<file path="src/sv/crsp_pkg.sv">
// ----------------------------------------------------------------------------
// crsp_pkg
// Shared types, widths and table for the Catmull-Rom point sampler.
// ----------------------------------------------------------------------------
package crsp_pkg;

  localparam int COORD_W = 32;
  localparam int COEF_W  = 36;   // widest cubic coefficient, c = 2p0-5p1+4p2-p3
  localparam int SEG_W   = 6;
  localparam int T_W     = 17;   // Q0.16 with room for t == 1.0
  localparam logic [SEG_W-1:0] SEG_RESET = 6'd8;

  typedef logic signed [COORD_W-1:0] coord_t;
  typedef logic signed [COEF_W-1:0]  coef_t;

  typedef struct packed {
    coord_t z;
    coord_t y;
    coord_t x;
  } point_t;

  typedef struct packed {
    coef_t a;
    coef_t b;
    coef_t c;
    coef_t d;
  } axis_coef_t;

  typedef axis_coef_t [2:0] job_t;

  typedef struct packed {
    logic full;
    logic empty;
  } q_stat_t;

  // floor(2^16 / s); entry 0 stands in for s == 1
  localparam logic [T_W-1:0] QTAB [64] = '{
    17'd65536, 17'd65536, 17'd32768, 17'd21845, 17'd16384, 17'd13107, 17'd10922, 17'd9362,
    17'd8192,  17'd7281,  17'd6553,  17'd5957,  17'd5461,  17'd5041,  17'd4681,  17'd4369,
    17'd4096,  17'd3855,  17'd3640,  17'd3449,  17'd3276,  17'd3120,  17'd2978,  17'd2849,
    17'd2730,  17'd2621,  17'd2520,  17'd2427,  17'd2340,  17'd2259,  17'd2184,  17'd2114,
    17'd2048,  17'd1985,  17'd1927,  17'd1872,  17'd1820,  17'd1771,  17'd1724,  17'd1680,
    17'd1638,  17'd1598,  17'd1560,  17'd1524,  17'd1489,  17'd1456,  17'd1424,  17'd1394,
    17'd1365,  17'd1337,  17'd1310,  17'd1285,  17'd1260,  17'd1236,  17'd1213,  17'd1191,
    17'd1170,  17'd1149,  17'd1129,  17'd1110,  17'd1092,  17'd1074,  17'd1057,  17'd1040
  };

  function automatic coef_t ext(input coord_t v);
    return COEF_W'(v);
  endfunction

  function automatic axis_coef_t make_coefs(input coord_t p0, input coord_t p1,
                                            input coord_t p2, input coord_t p3);
    axis_coef_t r;
    r.a = ext(p1) <<< 1;
    r.b = ext(p2) - ext(p0);
    r.c = (ext(p0) <<< 1) - (ext(p1) <<< 2) - ext(p1) + (ext(p2) <<< 2) - ext(p3);
    r.d = ext(p1) - ext(p0) + (ext(p1) <<< 1) - (ext(p2) <<< 1) - ext(p2) + ext(p3);
    return r;
  endfunction

endpackage

</file>
<file path="src/sv/crsp_front.sv">
// ----------------------------------------------------------------------------
// crsp_front
// Accepts control points, keeps the three latest and turns each full window
// into a job of cubic coefficients.
// ----------------------------------------------------------------------------
module crsp_front (
  input  logic              clk_i,
  input  logic              rst_ni,
  input  logic              in_valid_i,
  output logic              in_ready_o,
  input  crsp_pkg::point_t  in_point_i,
  input  logic              in_new_curve_i,
  input  crsp_pkg::q_stat_t q_stat_i,
  output logic              push_o,
  output crsp_pkg::job_t    push_job_o
);
  import crsp_pkg::*;

  point_t     hp_q [3];
  logic [1:0] cnt_q, cnt_d, eff_cnt;
  logic       acc;

  assign in_ready_o = !q_stat_i.full;
  assign acc        = in_valid_i && in_ready_o;
  assign eff_cnt    = in_new_curve_i ? 2'd0 : cnt_q;
  assign push_o     = acc && (eff_cnt == 2'd3);

  assign push_job_o[0] = make_coefs(hp_q[0].x, hp_q[1].x, hp_q[2].x, in_point_i.x);
  assign push_job_o[1] = make_coefs(hp_q[0].y, hp_q[1].y, hp_q[2].y, in_point_i.y);
  assign push_job_o[2] = make_coefs(hp_q[0].z, hp_q[1].z, hp_q[2].z, in_point_i.z);

  always_comb begin
    cnt_d = cnt_q;
    if (acc && eff_cnt != 2'd3) begin
      cnt_d = eff_cnt + 2'd1;
    end
  end

  always_ff @(posedge clk_i or negedge rst_ni) begin
    if (!rst_ni) begin
      cnt_q <= '0;
    end else begin
      cnt_q <= cnt_d;
    end
  end

  always_ff @(posedge clk_i) begin
    if (acc) begin
      if (eff_cnt == 2'd3) begin
        hp_q[0] <= hp_q[1];
        hp_q[1] <= hp_q[2];
        hp_q[2] <= in_point_i;
      end else begin
        hp_q[eff_cnt] <= in_point_i;
      end
    end
  end

endmodule

</file>
<file path="config.mk">
export PLATFORM = sky130hd
export DESIGN_NAME = crsp_front
export DESIGN_NICKNAME = d
export VERILOG_FILES = /design/src/sv/crsp_pkg.sv /design/src/sv/crsp_front.sv
export SDC_FILE = /design/constraint.sdc
export NUM_CORES = 2
export LEC_CHECK = 0
export BUFFER_PORTS_ARGS = -buffer_cell sky130_fd_sc_hd__clkbuf_2
export CAP_MARGIN = 20
export CORE_MARGIN = 2
export CORE_UTILIZATION = 50
export DETAILED_ROUTE_END_ITERATION = 10
export HOLD_SLACK_MARGIN = 0.12
export PLACE_DENSITY = 0.7
export SLEW_MARGIN = 30
export SYNTH_ARGS = -nofsm -noshare
export SYNTH_HDL_FRONTEND = slang
export SYNTH_SLANG_ARGS = --single-unit
</file>
<file path="constraint.sdc">
create_clock -name clk_i -period 10 [get_ports clk_i]
set_clock_uncertainty 0.15 [all_clocks]
set_input_delay 0.5 -clock clk_i [delete_from_list [all_inputs] [get_ports clk_i]]
set_output_delay 0.5 -clock clk_i [all_outputs]
set_load 0.1 [all_outputs]
</file>
# [Yosys cells after proc, flatten, opt, wreduce, memory -nomap -nowiden]
# Memory sizes are Yosys's and may differ from the RTL's.
# Index checks and enable logic that the tools add are counted.
# W data, S select, Z words.
[totals] n_memories=1 ramBits=288 in_bits=102 regBits=2
[classes] add_sub_neg=31 n_eq_ne=2 n_reduce_logical=5 muxes=10
[mem_list] name="hp_q" depth=3 width=96 rd=3 rd_clocked_by_memory_dff=0 write_ports=3 line="crsp_front.sv:19" rtl="point_t hp_q [3];"
[ops] cell="$sub A35 B32 Y36" n=6
[ops] cell="$sub A32 B32 Y33" n=6
[ops] cell="$add A36 B32 Y36" n=3
[ops] cell="$add A36 B34 Y36" n=3
[ops] cell="$sub A36 B32 Y36" n=3
[ops] cell="$sub A33 B34 Y35" n=3
[ops] cell="$sub A34 B33 Y35" n=3
[ops] cell="$add A33 B33 Y34" n=3
[ops] cell="$mux W96" n=1
[ops] cell="$reduce_or A96 Y1" n=1
[ops] cell="$mux W1" n=7
[ops] cell="$mux W2" n=2
[ops] cell="$logic_and A1 B1 Y1" n=3
[ops] cell="$add A2 B1 Y2 const B" n=1
[ops] cell="$eq A2 B2 Y1 const B" n=1
[ops] cell="$ne A2 B2 Y1 const B" n=1
[ops] cell="$logic_not A1 Y1" n=1

# [Longest topological paths before layout]
[logic_depth] ltp_word=7 depth_mapped=18 ltp_nobuf=18

# [Worst setup path before layout]
# OpenSTA, ideal clock, no wires.
[synth_path] path_kind="flip-flop to output port" start="memory hp_q[1][19] (netlist name)" end="output push_job_o[33] (netlist name)" stages_incl_launch_ff=15 required_ns=9.350 t_arrival_ns=6.522 path_slack_ns=2.828 cell_sequence="edfxtp_1 > inv_1 > fa_1 > inv_1 > fa_1 > fa_1 > ha_1 > clkbuf_1 > and3_1 > nand2_1 > nor4_1 > a31oi_1 > a21boi_1 > o21ai_2 > o311ai_1"
[synth_lines] element="start, declared" line="crsp_front.sv:19"
[synth_lines] element="end, declared" line="crsp_front.sv:15" rtl="output crsp_pkg::job_t push_job_o"

==> flow_summary_export.csv <==
group,metric,value,unit
sta,timing.fmax,141,MHz
critical_path,path_class,"in -> out",
critical_path,cp_data_required_time,9.35,ns
sta,rsz0062_at_grt,"no",
place,placed_area,0.0475,sq mm
sta,setup_viol,0,
floorplan,initial_core_util,50.4,%
clocking,cts_buffers,41,
detailed_routing,via_count,34500,
critical_path,startpoint,"in_point_i[71]",
global_route,gr-total-overflow,0,
sta,slew_headroom,34.1,%
critical_path,r2r_cells,8,
floorplan,die_area,0.0898,sq mm
sta,period_share,71.1,%
sta,slew_violations,0,
floorplan,ioPinCount,536,
clocking,clock_sinks,290,
detailed_routing,vias_per_cell,5.38,
sta,hold_viol_final,0,
layout,final_layout_size_suffix_gt1_share,12.3,%
floorplan,core,0.0868,sq mm
detailed_routing,drc,0,
detailed_routing,wl_per_cell,19.2,microns
flow_run,cap_violations,0,
synthesis,ys_ff_latch,290,
clocking,clock_latency,0.57,ns
hold_path,worst_hold_path_type,"in -> reg",
global_route,grt_use_total,27.7,%
synthesis,ys.flop_type,"edfxtp_1",
clocking,cts-root-buf,"clkbuf_16",
detailed_routing,drt_iter0_markers,2491,
synthesis,synthArstFlopShare,0.690,%
synthesis,syn-cell-area,0.0437,sq mm
global_route,grt_max_degree,97,
sta,final.setup.tns,0,ns
detailed_routing,ant_nets,0,
floorplan,die_w,300,microns
sta,worst_slew_pin_slew,0.989,ns
critical_path,critPathMaxFanout,5,
layout,final_cell_area,0.0498,sq mm
detailed_routing,wl,123,mm
clocking,post_cts_resized,0,
critical_path,crit_end,"push_job_o[316]",
floorplan,num_rows,108,
global_route,grt_pass1_wl,195,mm
global_route,grt_pass1_vias,35400,
layout,synthToLayoutAreaGrowth,13.9,%
layout,layout.nets,6333,
synthesis,ys_types,85,
clocking,clk_path_buf_depth,3,
critical_path,r2r_start,"cnt_q[0]$_DFFE_PN0P_",
clocking,cts_tree,"built",
critical_path,worst_ep_arrival_time,6.46,ns
critical_path,worstSetupEndpointType,"primary output",
place,numPortBuffers,531,
critical_path,setup.worst_path.start_class,"input pin",
global_route,antenna_found_initial,5,
synthesis,synthCells,4639,
floorplan,fp.dieH,300,microns
critical_path,r2r-end,"hp_q[1][58]$_DFFE_PP_",
detailed_routing,firstDrtPassIters,6,
synthesis,ys_seq_area_share,19.9,%
critical_path,reg2reg_slack,6.19,ns
synthesis,synth_edf_count,288,
place,hpwl,102,mm
outcome,run_status,"finished clean",
synthesis,post_synth.cell_area_avg,9.43,sq um
layout,nFillCells,7736,
clocking,clkTransAtPathRegs,0.06,ns
sta,fin_crit,7.11,ns
synthesis,yosys_warnings,0,
clocking,cts_htree_levels,2,
place,gp_congestion,0.956,
cell usage in the layout (no fill, tap or decap), types with 37 or more instances in the layout:
cell type and n:
inv_1 1132, o21ai_0 321, a21oi_1 284, xor2_1 94, edfxtp_1 288, nand2_1 364
ha_1 331, clkbuf_2 531, a21o_1 161, dlygate4sd3_1 97, nand3_1 46, nor2b_1 51
o21bai_1 46, nor2_1 125, xnor2_1 188, clkbuf_16 43, fa_1 681, and3_1 37
sequential cells by signal, summed over array words and instances (netlist names):
signal,flops
cnt_q,2
hp_q,288
critical path, stage by stage:
cell,delay [ns]
dlygate4sd3_1,0.53
clkbuf_2,0.15
inv_1,0.10
fa_1,0.55
inv_1,0.06
fa_1,0.52
inv_1,0.05
fa_1,0.48
inv_1,0.04
ha_1,0.36
nand4_1,0.17
nor4_1,0.33
a211o_1,0.33
a21oi_1,0.13
o21bai_1,0.31
o211ai_1,0.28
o31ai_1,0.71
a21oi_1,0.19
xnor2_1,0.18
clkbuf_2,0.48
layer usage:
| layer | routed length, microns | vias up | GRT usage, % | part of all wire [%] |
|---|---|---|---|---|
| met2 | 58200 | 1183 | 45.5 | 47 |
| met4 | 5150 | 6 | 10.1 | 4.2 |
| met1 | 51500 | 17000 | 37.6 | 42 |
| met5 | 33 | - | 0 | 0.027 |
| met3 | 8080 | 228 | 4.07 | 6.6 |
| li1 | - | 16100 | - | - |
timing repair:
action	4_1_cts	5_1_grt
hold buffers	97	0
buffers inserted	0	0
hold endpoints to repair	160	0
endpoints found under the setup margin	0	0
worst min-delay path by stage:
stage,start,endpoint,cells after the start
after floorplan,rst_ni,cnt_q[0]$_DFFE_PN0P_,0
after global placement,rst_ni,cnt_q[0]$_DFFE_PN0P_,1
after detailed placement,rst_ni,cnt_q[1]$_DFFE_PN0P_,1
after CTS,in_point_i[95],hp_q[2][95]$_DFFE_PP_,1
after global routing,in_point_i[95],hp_q[2][95]$_DFFE_PP_,1
final,in_new_curve_i,cnt_q[0]$_DFFE_PN0P_,3
kinds of logic after synthesis:
group           synth area share (%)
compound gates                  14.7
xor+xnor                        5.65
fa+ha+maj                       40.6
buf+inv                         10.8
flops                           19.9
mux                           0.0687
other cells                  0.00857
simple gates                    8.23
synth_stat cells (all sizes together) (9+ instances only):
master / number / share of area, %
inv: 1132 / 9.7
fa: 681 / 31
nand2: 364 / 3.1
o21ai: 353 / 4.1
ha: 331 / 9.5
a21oi: 293 / 3.4
edfxtp: 288 / 20
xnor2: 188 / 3.8
a21o: 161 / 2.8
nor2: 125 / 1.1
xor2: 94 / 1.9
clkbuf: 74 / 0.64
nor2b: 52 / 0.76
nand3: 46 / 0.53
o21bai: 46 / 0.79
and3: 37 / 0.53
a31oi: 31 / 0.44
buf: 30 / 0.45
nand4: 30 / 0.43
nand2b: 29 / 0.41
nor3: 23 / 0.26
and2: 22 / 0.31
o31ai: 20 / 0.40
o21a: 16 / 0.27
a211oi: 14 / 0.27
or3: 11 / 0.16
a41oi: 9 / 0.20
o211ai: 9 / 0.15
layout make-up:
| type | count | area [sq um] | area share [%] |
|---|---|---|---|
| inverter | 1132 | 4250 | 8.53 |
| tap | 1155 | 1450 | 2.90 |
| clock buffer | 52 | 1110 | 2.23 |
| clock inverter | 23 | 195 | 0.392 |
| multi-input combinational | 3115 | 30300 | 60.9 |
| antenna | 1 | 2.50 | 0.00502 |
| sequential | 290 | 8700 | 17.5 |
| timing repair buffer | 639 | 3770 | 7.57 |
stage by stage:
| stage | std cells | hold WS (ns) | util [%] | setup WS, ns |
|---|---|---|---|---|
| 3_5_place_dp | 6231 | 0.146 | 54.7 | 3.60 |
| 2_1_floorplan | 4641 | 0.0544 | - | 2.83 |
| 3_3_place_gp | 6231 | 0.136 | 54.7 | 3.68 |
| 4_1_cts | 6403 | 0.132 | 57.3 | 3.02 |
| 6_report | 6407 | 0.153 | 57.4 | 2.89 |
| 5_1_grt | 6407 | 0.163 | 57.4 | 2.55 |
Power is left out: the tool's default activity adds up to more than one toggle a clock period on the data nets, which glitch-free logic cannot reach.
