### src/sv/crsp_pkg.sv
// ----------------------------------------------------------------------------
// crsp_pkg
// Shared types, widths and table for the Catmull-Rom point sampler.
// ----------------------------------------------------------------------------
package crsp_pkg;

  localparam int COORD_W = 32;
  localparam int COEF_W  = 36;   // widest cubic coefficient, c = 2p0-5p1+4p2-p3
  localparam int SEG_W   = 6;
  localparam int T_W     = 17;   // Q0.16 with room for t == 1.0
  localparam logic [SEG_W-1:0] SEG_RESET = 6'd8;

  typedef logic signed [COORD_W-1:0] coord_t;
  typedef logic signed [COEF_W-1:0]  coef_t;

  typedef struct packed {
    coord_t z;
    coord_t y;
    coord_t x;
  } point_t;

  typedef struct packed {
    coef_t a;
    coef_t b;
    coef_t c;
    coef_t d;
  } axis_coef_t;

  typedef axis_coef_t [2:0] job_t;

  typedef struct packed {
    logic full;
    logic empty;
  } q_stat_t;

  // floor(2^16 / s); entry 0 stands in for s == 1
  localparam logic [T_W-1:0] QTAB [64] = '{
    17'd65536, 17'd65536, 17'd32768, 17'd21845, 17'd16384, 17'd13107, 17'd10922, 17'd9362,
    17'd8192,  17'd7281,  17'd6553,  17'd5957,  17'd5461,  17'd5041,  17'd4681,  17'd4369,
    17'd4096,  17'd3855,  17'd3640,  17'd3449,  17'd3276,  17'd3120,  17'd2978,  17'd2849,
    17'd2730,  17'd2621,  17'd2520,  17'd2427,  17'd2340,  17'd2259,  17'd2184,  17'd2114,
    17'd2048,  17'd1985,  17'd1927,  17'd1872,  17'd1820,  17'd1771,  17'd1724,  17'd1680,
    17'd1638,  17'd1598,  17'd1560,  17'd1524,  17'd1489,  17'd1456,  17'd1424,  17'd1394,
    17'd1365,  17'd1337,  17'd1310,  17'd1285,  17'd1260,  17'd1236,  17'd1213,  17'd1191,
    17'd1170,  17'd1149,  17'd1129,  17'd1110,  17'd1092,  17'd1074,  17'd1057,  17'd1040
  };

  function automatic coef_t ext(input coord_t v);
    return COEF_W'(v);
  endfunction

  function automatic axis_coef_t make_coefs(input coord_t p0, input coord_t p1,
                                            input coord_t p2, input coord_t p3);
    axis_coef_t r;
    r.a = ext(p1) <<< 1;
    r.b = ext(p2) - ext(p0);
    r.c = (ext(p0) <<< 1) - (ext(p1) <<< 2) - ext(p1) + (ext(p2) <<< 2) - ext(p3);
    r.d = ext(p1) - ext(p0) + (ext(p1) <<< 1) - (ext(p2) <<< 1) - ext(p2) + ext(p3);
    return r;
  endfunction

endpackage

### src/sv/crsp_queue.sv
// ----------------------------------------------------------------------------
// crsp_queue
// Two-entry job queue between the point front end and the sample engine.
// ----------------------------------------------------------------------------
module crsp_queue (
  input  logic            clk_i,
  input  logic            rst_ni,
  input  logic            push_i,
  input  crsp_pkg::job_t  push_job_i,
  input  logic            pop_i,
  output crsp_pkg::job_t  head_job_o,
  output crsp_pkg::q_stat_t stat_o
);
  import crsp_pkg::*;

  job_t       mem_q [2];
  logic       wp_q, wp_d, rp_q, rp_d;
  logic [1:0] cnt_q, cnt_d;

  always_comb begin
    wp_d  = wp_q ^ push_i;
    rp_d  = rp_q ^ pop_i;
    cnt_d = cnt_q + 2'(push_i) - 2'(pop_i);
  end

  always_ff @(posedge clk_i or negedge rst_ni) begin
    if (!rst_ni) begin
      wp_q  <= 1'b0;
      rp_q  <= 1'b0;
      cnt_q <= '0;
    end else begin
      wp_q  <= wp_d;
      rp_q  <= rp_d;
      cnt_q <= cnt_d;
    end
  end

  always_ff @(posedge clk_i) begin
    if (push_i) begin
      mem_q[wp_q] <= push_job_i;
    end
  end

  assign head_job_o   = mem_q[rp_q];
  assign stat_o.full  = cnt_q[1];
  assign stat_o.empty = (cnt_q == 2'd0);

endmodule

### config.mk
export PLATFORM = sky130hd
export DESIGN_NAME = crsp_queue
export DESIGN_NICKNAME = d
export VERILOG_FILES = /design/src/sv/crsp_pkg.sv /design/src/sv/crsp_queue.sv
export SDC_FILE = /design/constraint.sdc
export NUM_CORES = 1
export LEC_CHECK = 0
export ABC_AREA = 1
export ABC_CLOCK_PERIOD_IN_PS = 16000
export BUFFER_PORTS_ARGS = -buffer_cell sky130_fd_sc_hd__buf_2
export CELL_PAD_IN_SITES_DETAIL_PLACEMENT = 0
export CELL_PAD_IN_SITES_GLOBAL_PLACEMENT = 1
export CORE_AREA = 2 2 334 336
export CTS_CLUSTER_DIAMETER = 50
export CTS_CLUSTER_SIZE = 40
export DETAILED_ROUTE_END_ITERATION = 10
export DIE_AREA = 0 0 336 338
export HOLD_SLACK_MARGIN = 0.12
export PLACE_DENSITY = 0.64
export SETUP_SLACK_MARGIN = 0.4
export SLEW_MARGIN = 20
export SYNTH_ARGS = -nofsm -noshare
export SYNTH_HDL_FRONTEND = slang
export SYNTH_SLANG_ARGS = --single-unit
### constraint.sdc
create_clock -name clk_i -period 16 [get_ports clk_i]
set_clock_uncertainty 0.1 [all_clocks]
set_input_delay 2.4 -clock clk_i [delete_from_list [all_inputs] [get_ports clk_i]]
set_output_delay 2.4 -clock clk_i [all_outputs]
set_load 0.01 [all_outputs]
=== After elaboration in Yosys (flattened, before gate mapping) ===
Memories as Yosys holds them, arrays and structs flattened.
Cells that the tools add are included.
Widths: inputs -> output; s select.

* Muxes and demuxes: 2
* Bitwise logic cells: 2
* Reductions and logical operators: 1
* Add/subtract/negate cells: 2

{| class="wikitable"
|+ Operators by type and width
! cell !! number
|-
| $add 2x1->2 || 1
|-
| $logic_not 2->1 || 1
|-
| $mux 1 || 2
|-
| $sub 2x1->2 || 1
|-
| $xor 1x1->1 || 2
|}

* Input bits: 436
* Flip-flop bits (word level): 4
* Memories: 1
* Output and inout bits: 434
* Memory bits (writable): 864
* Word-level logic and storage cells: 11

{| class="wikitable"
|+ Memories
! name !! words !! width !! rd ports !! clocked after memory_dff !! write ports !! RTL line !! RTL
|-
| mem_q || 2 || 432 || 1 || 0 || 1 || crsp_queue.sv:16 || <nowiki>job_t mem_q [2];</nowiki>
|}

=== Logic depth before layout (Yosys ltp) ===
Gate-level depths: netlist (run 1).

* Depth after elaboration: 2
* Gate-level depth with buffers: 7
* Depth with buffers taken out: 7

=== Worst setup path before layout (run 1) ===
No wires, ideal clock.

* Path type: input to register
* Start: input push_i
* End: memory mem_q[0][0] in the netlist's numbering, enable pin
* Slack: 2,768 ps
* Setup time: 855 ps
* Data arrival time: 12,277 ps
* Path buffers: 0
* Cell stages on the path: 1
* Required time: 15,045 ps
* Cell sequence: ha_1

* Word-level cells in the longest chain between the ends: 2

{| class="wikitable"
|+ RTL lines
! element !! RTL line !! RTL
|-
| start: declaration || crsp_queue.sv:8 || <nowiki>input logic push_i,</nowiki>
|-
| $mux 1 || crsp_queue.sv:39 || <nowiki>if (push_i) begin</nowiki>
|-
| $mux 1 (implied by the code) || crsp_queue.sv:40 || <nowiki>mem_q[wp_q] <= push_job_i;</nowiki>
|-
| end: declaration || crsp_queue.sv:16 ||
|}

No other way between the ends.

==> flow_metrics.py, run 1 <==
metrics = {
    "outcome": {
        "outcome": "complete, no violations",
    },
    "clock_tree": {
        "max-clock-path-buffers": 3,
        "cts.reportedPaths.clkPinSlew_ns": 0.06,
        "cts_tree": "built",
        "h-tree-depth": 3,
        "postCtsSetupRepairBufs": 0,
        "cts.sinks": 868,
        "cts_resized": 0,
        "cts_buffers": 97,
        "clockRootBuffer": "clkbuf_16",
        "hold_buffers": 0,
        "clk_latency_ns": 0.66,
    },
    "logic_synthesis": {
        "synthSimpleGateAreaFrac_pct": 5.12,
        "synthCells": 2280,
        "synth_area_mm2": 0.0322,
        "synthAdderAreaFrac_pct": 0.155,
        "synth-seq-area-share_pct": 80.8,
        "yosys-mux-area-fraction_pct": 0,
        "yosys.cell_types.count": 13,
        "syn_nets": 2720,
        "synthXorXnorAreaFrac_pct": 0.0272,
        "synth_compound_area_share_pct": 6.71,
        "synth_warnings": 0,
        "synth.ff_latch_count": 868,
        "synth_top_family_by_area": "buffers and inverters",
        "syn_area_per_cell_um2": 14.1,
    },
    "placed_design": {
        "place_ws_ns": 9.61,
        "place.gp.congestion": 0.772,
        "place_inst": 4555,
        "dp_hpwl_um": 56100,
        "port_buffers": 869,
    },
    "critical_path": {
        "end_kind": "output port",
        "r2r_setup_slack_ns": 11.81,
        "max_stage_delay_ns": 1.02,
        "crit_type": "register to output port",
        "crit_chain": "buf_4 > buf_4 > o21ai_0 > buf_2",
        "crit_fanout": 117,
        "r2r_start": "wp_q$_DFF_PN0_",
        "r2r-end": "mem_q[0][244]$_DFFE_PP_",
        "start_kind": "register",
        "cp.arrival_ns": 4.18,
        "critical_path_required_ns": 13.50,
        "critPathMostFrequentCell": "buf_4",
        "r2r_cells": 5,
        "critPathSlowestCell": "dfrtp_4",
    },
    "die": {
        "ios": 870,
        "rows": 122,
        "die_y_um": 338,
        "core_mm2": 0.110,
        "die_area_mm2": 0.114,
        "dieWidth_um": 336,
        "start_util_pct": 29.3,
    },
    "global_route": {
        "grt_use_total_pct": 13.4,
        "grt_max_degree": 244,
        "grt_overflow": 0,
        "first_global_vias": 18264,
        "antenna_found_initial": 49,
        "grt_pass1_wl_um": 113000,
    },
    "routing": {
        "drt_iter0_drc": 1100,
        "drc": 0,
        "ant_nets": 0,
        "wirelength_um": 80300,
        "viasPerCell": 4.08,
        "vias": 19420,
        "wire_per_inst_um": 16.9,
        "dr.pass1.iters": 4,
    },
    "sta": {
        "hold_violations": 0,
        "slew_headroom_pct": 20.4,
        "slew_violations": 0,
        "timing.hold.ws_ns": 0.528,
        "finalCritPeriodShare_pct": 41.7,
        "clock.fmax_mhz": 150,
        "tightest_slew_ns": 1.19,
        "fin_setup_tns_ns": 0,
        "setup_viol": 0,
        "rsz0062_at_grt": "false",
        "min_period_ns": 6.68,
        "setup_slack_ns": 9.32,
    },
    "final_layout": {
        "layout_commonest_cell": "buf_2",
        "final_cell_count_no_fill": 4754,
        "layout.nets": 3606,
        "drive_above_1_share_pct": 32.7,
        "layout.cells.most_common_list": "buf_2, edfxtp_1, inv_1",
        "area_growth_pct": 28.6,
    },
    "pwr": {
        "p_per_area_mw_per_mm2": 182,
        "ir_drop_v": 0.000119,
        "leakagePower_nw": 17.3,
    },
    "min_path": {
        "worstHoldStart": "cnt_q[1]$_DFF_PN0_",
        "holdPathEnd": "cnt_q[1]$_DFF_PN0_",
        "hold_depth": 3,
        "hp-class": "register to register",
    },
    "flow_run": {
        "cap_violations": 0,
    },
}
-- where the power goes --
group | switching, W | leakage [nW] | internal (W)
clock | 0.00100 | 1.64 | 0.00131
sequential | 0.000116 | 8.16 | 0.00302
combinational | 0.00144 | 7.52 | 0.000646
total | 0.00256 | 17.3 | 0.00498
-- kinds of logic (layout without fill, tap and decap cells) --
kind of cell / count (synthesis) / in the layout
other cells: 0 / 16
fa+ha+maj: 4 / 4
simple gates: 439 / 439
buf+inv: 536 / 1506
compound gates: 432 / 432
xor+xnor: 1 / 1
flops: 868 / 868
-- how the worst max path moves through the flow --
| stage | startpoint | end | slack, ns | cells after the start |
|---|---|---|---|---|
| 2_1_floorplan | push_i | mem_q[0][0]$_DFFE_PP_ | 2.77 | 1 |
| 3_3_place_gp | push_i | mem_q[0][320]$_DFFE_PP_ | 9.62 | 5 |
| 3_5_place_dp | push_i | mem_q[0][320]$_DFFE_PP_ | 9.61 | 5 |
| 4_1_cts | rp_q$_DFF_PN0_ | head_job_o[39] | 9.18 | 4 |
| 5_1_grt | rp_q$_DFF_PN0_ | head_job_o[39] | 8.88 | 4 |
| 6_report | rp_q$_DFF_PN0_ | head_job_o[131] | 9.32 | 4 |
-- worst max-delay path: cells and delay by family, from the launching register on --
family	cells	cell delay (ns)
compound gates	1	0.37
flops	1	1.02
buf+inv	3	1.93
-- synthesized netlist by cell type (all sizes together) --
cell,instances,share of area [%]
edfxtp,864,81
xor2,1,0.027
o21ai,432,6.7
nand2,437,5.1
inv,439,5.1
nand3,1,0.016
buf,97,2.1
dfrtp,4,0.31
nor2,1,0.012
ha,4,0.16
-- flip-flops by register name, indices dropped and copies added (netlist names) --
signal  flops
wp_q        1
mem_q     864
cnt_q       2
rp_q        1
-- layer usage --
metal | wire length (um) | up-vias | global-route usage [%] | share of wire [%]
met2 | 41000 | 660 | 23.4 | 51
met3 | 8360 | 179 | 6.48 | 10
met5 | 219 | - | 0 | 0.27
li1 | - | 9541 | - | -
met1 | 28400 | 9004 | 13.8 | 35
met4 | 2290 | 36 | 5.15 | 2.8
-- metrics by stage --
stage               area, um^2  power, W  util (%)
floorplan                32200   0.00459         -
global placement         38000   0.00532      34.5
finish                   41500   0.00753      37.7
global route             41400   0.00798      37.7
detailed placement       38000   0.00534      34.5
CTS                      41400   0.00768      37.6
-- layout make-up --
type | count | area (um^2)
inverter | 439 | 1650
clock inverter | 79 | 972
clock buffer | 104 | 2470
sequential | 868 | 26000
multi-input combinational | 876 | 3890
tap | 1488 | 1860
timing repair buffer | 884 | 4510
fill | 10655 | 68600
antenna | 16 | 40.0
No activity file was read; power rests on OpenSTA's default activity.
==> inputs of run 2 (changes only) <==
- ABC_CLOCK_PERIOD_IN_PS: 16000 -> 5500
- CORE_AREA: 2 2 334 336 -> 2 2 341 343
- DIE_AREA: 0 0 336 338 -> 0 0 343 345
- clock period: 16 -> 5.5 ns (I/O delays scaled with it)
==> flow_metrics.py, run 2 (same netlist as run 1, synthesis figures left out) <==
metrics = {
    "outcome": {
        "outcome": "complete, no violations",
    },
    "clock_tree": {
        "cts.reportedPaths.clkPinSlew_ns": 0.07,
        "max-clock-path-buffers": 3,
        "cts_resized": 0,
        "cts_tree": "built",
        "clk_latency_ns": 0.64,
        "cts_buffers": 93,
        "cts.sinks": 868,
        "h-tree-depth": 3,
        "hold_buffers": 1,
        "clockRootBuffer": "clkbuf_16",
        "postCtsSetupRepairBufs": 0,
    },
    "die": {
        "dieWidth_um": 343,
        "start_util_pct": 28.0,
        "rows": 125,
        "die_y_um": 345,
        "core_mm2": 0.115,
        "ios": 870,
        "die_area_mm2": 0.118,
    },
    "critical_path": {
        "cp.arrival_ns": 2.80,
        "cp_top_family": "compound AO/OA/AOI/OAI gates",
        "r2r_start": "wp_q$_DFF_PN0_",
        "crit_type": "register to output port",
        "max_stage_delay_ns": 0.71,
        "critical_path_required_ns": 4.58,
        "r2r-end": "mem_q[0][204]$_DFFE_PP_",
        "r2r_setup_slack_ns": 3.23,
        "end_kind": "output port",
        "worst-path-buf-inv": 2,
        "crit_fanout": 186,
        "critPathSlowestCell": "o21ai_0",
        "r2r_cells": 4,
        "crit_chain": "buf_12 > o21ai_0 > buf_2",
        "start_kind": "register",
    },
    "routing": {
        "dr.pass1.iters": 5,
        "vias": 19501,
        "drc": 0,
        "wirelength_um": 83200,
        "drt_iter0_drc": 1085,
        "wire_per_inst_um": 17.3,
        "ant_nets": 0,
        "viasPerCell": 4.07,
    },
    "global_route": {
        "busiest_layer": "met2",
        "antenna_found_initial": 31,
        "grt_pass1_wl_um": 120000,
        "grt_use_total_pct": 13.6,
        "use_met2_pct": 24.4,
        "grt_max_degree": 187,
        "grtUsageMet1_pct": 14.6,
        "grt_overflow": 0,
        "first_global_vias": 18781,
        "grt_use_met3_pct": 5.26,
    },
    "sta": {
        "fin_setup_tns_ns": 0,
        "clock.fmax_mhz": 268,
        "tightest_slew_ns": 0.957,
        "min_period_ns": 3.73,
        "hold_violations": 0,
        "slew_headroom_pct": 36.2,
        "setup_viol": 0,
        "rsz0062_at_grt": "false",
        "finalCritPeriodShare_pct": 67.8,
        "slew_violations": 0,
    },
    "pwr": {
        "ir_drop_v": 0.000300,
        "p_per_area_mw_per_mm2": 527,
        "finalPower_w": 0.0219,
        "leakagePower_nw": 17.4,
    },
    "final_layout": {
        "fill_cells": 11296,
        "area_growth_pct": 29.1,
        "final_core_util_pct": 36.2,
        "top_register": "mem_q",
        "largest_reg_flops": 864,
        "design_area_mm2": 0.0416,
        "layout.cells.most_common_list": "buf_2, edfxtp_1, inv_1",
        "layout.nets": 3626,
        "layout_commonest_cell": "buf_2",
        "reg_top3": "mem_q (864), cnt_q (2)",
        "drive_above_1_share_pct": 32.9,
    },
    "placed_design": {
        "dp_hpwl_um": 60000,
        "port_buffers": 869,
        "placed_cell_area_mm2": 0.0383,
        "place.gp.congestion": 0.820,
    },
    "min_path": {
        "hold_depth": 1,
        "holdPathEnd": "mem_q[1][148]$_DFFE_PP_",
        "worstHoldStart": "push_job_i[148]",
        "hp-class": "input port to register",
    },
    "flow_run": {
        "cap_violations": 0,
    },
}
run 2: cell count changes in the layout (fill, tap and decap cells not counted), sizes merged:
cell         previous run  this run
buf                   884       907
clkinvlp               15         4
clkbuf                104        98
diode                  16        11
bufinv                  8        11
clkinv                 27        30
inv                   468       465
dlygate4sd3             0         1
run 2: worst reg2reg max path, stage by stage (launching register included):
cell and delay, ns:
dfrtp_1 0.40, inv_1 0.09, ha_4 0.64, buf_12 0.29, buf_12 0.34
run 2: power by group:
part	internal [W]	leakage (nW)	total, W	switching [W]
Clock	0.00377	1.61	0.00657	0.00280
Combinational	0.00200	7.67	0.00630	0.00430
Sequential	0.00876	8.16	0.00905	0.000289
Total	0.0145	17.4	0.0219	0.00739
run 2: metal layers:
| metal | share of wire (%) | wire, um |
|---|---|---|
| met2 | 52 | 43300 |
| met1 | 36 | 30300 |
| met3 | 9.0 | 7450 |
| met4 | 2.3 | 1910 |
| met5 | 0.25 | 206 |
run 2: per-stage QoR:
step / hold slack [ns] / worst slack, ns / std cells
after floorplan: 0.429 / 1.05 / 2280
after global placement: 0.517 / 2.53 / 4614
after detailed placement: 0.529 / 2.50 / 4614
after CTS: 0.160 / 1.78 / 4784
after global routing: 0.174 / 1.54 / 4792
final: 0.239 / 1.77 / 4795
run 2: layout make-up:
type	count	area [um^2]	share of cell area [%]
Tap cell	1524	1910	4.58
Clock buffer	98	2370	5.69
Timing Repair Buffer	908	4810	11.5
Inverter	439	1650	3.96
Multi-Input combinational cell	876	3890	9.36
Sequential cell	868	26000	62.6
Antenna cell	11	27.5	0.0661
Clock inverter	71	922	2.22
run 2: worst max-delay path by stage:
stage / from / slack [ns] / cells after the start / endpoint
floorplan: push_i / 1.05 / 1 / mem_q[0][0]$_DFFE_PP_
global placement: push_i / 2.53 / 3 / mem_q[1][168]$_DFFE_PP_
detailed placement: rp_q$_DFF_PN0_ / 2.50 / 3 / head_job_o[190]
CTS: rp_q$_DFF_PN0_ / 1.78 / 3 / head_job_o[190]
global route: rp_q$_DFF_PN0_ / 1.54 / 5 / head_job_o[116]
finish: rp_q$_DFF_PN0_ / 1.77 / 3 / head_job_o[190]
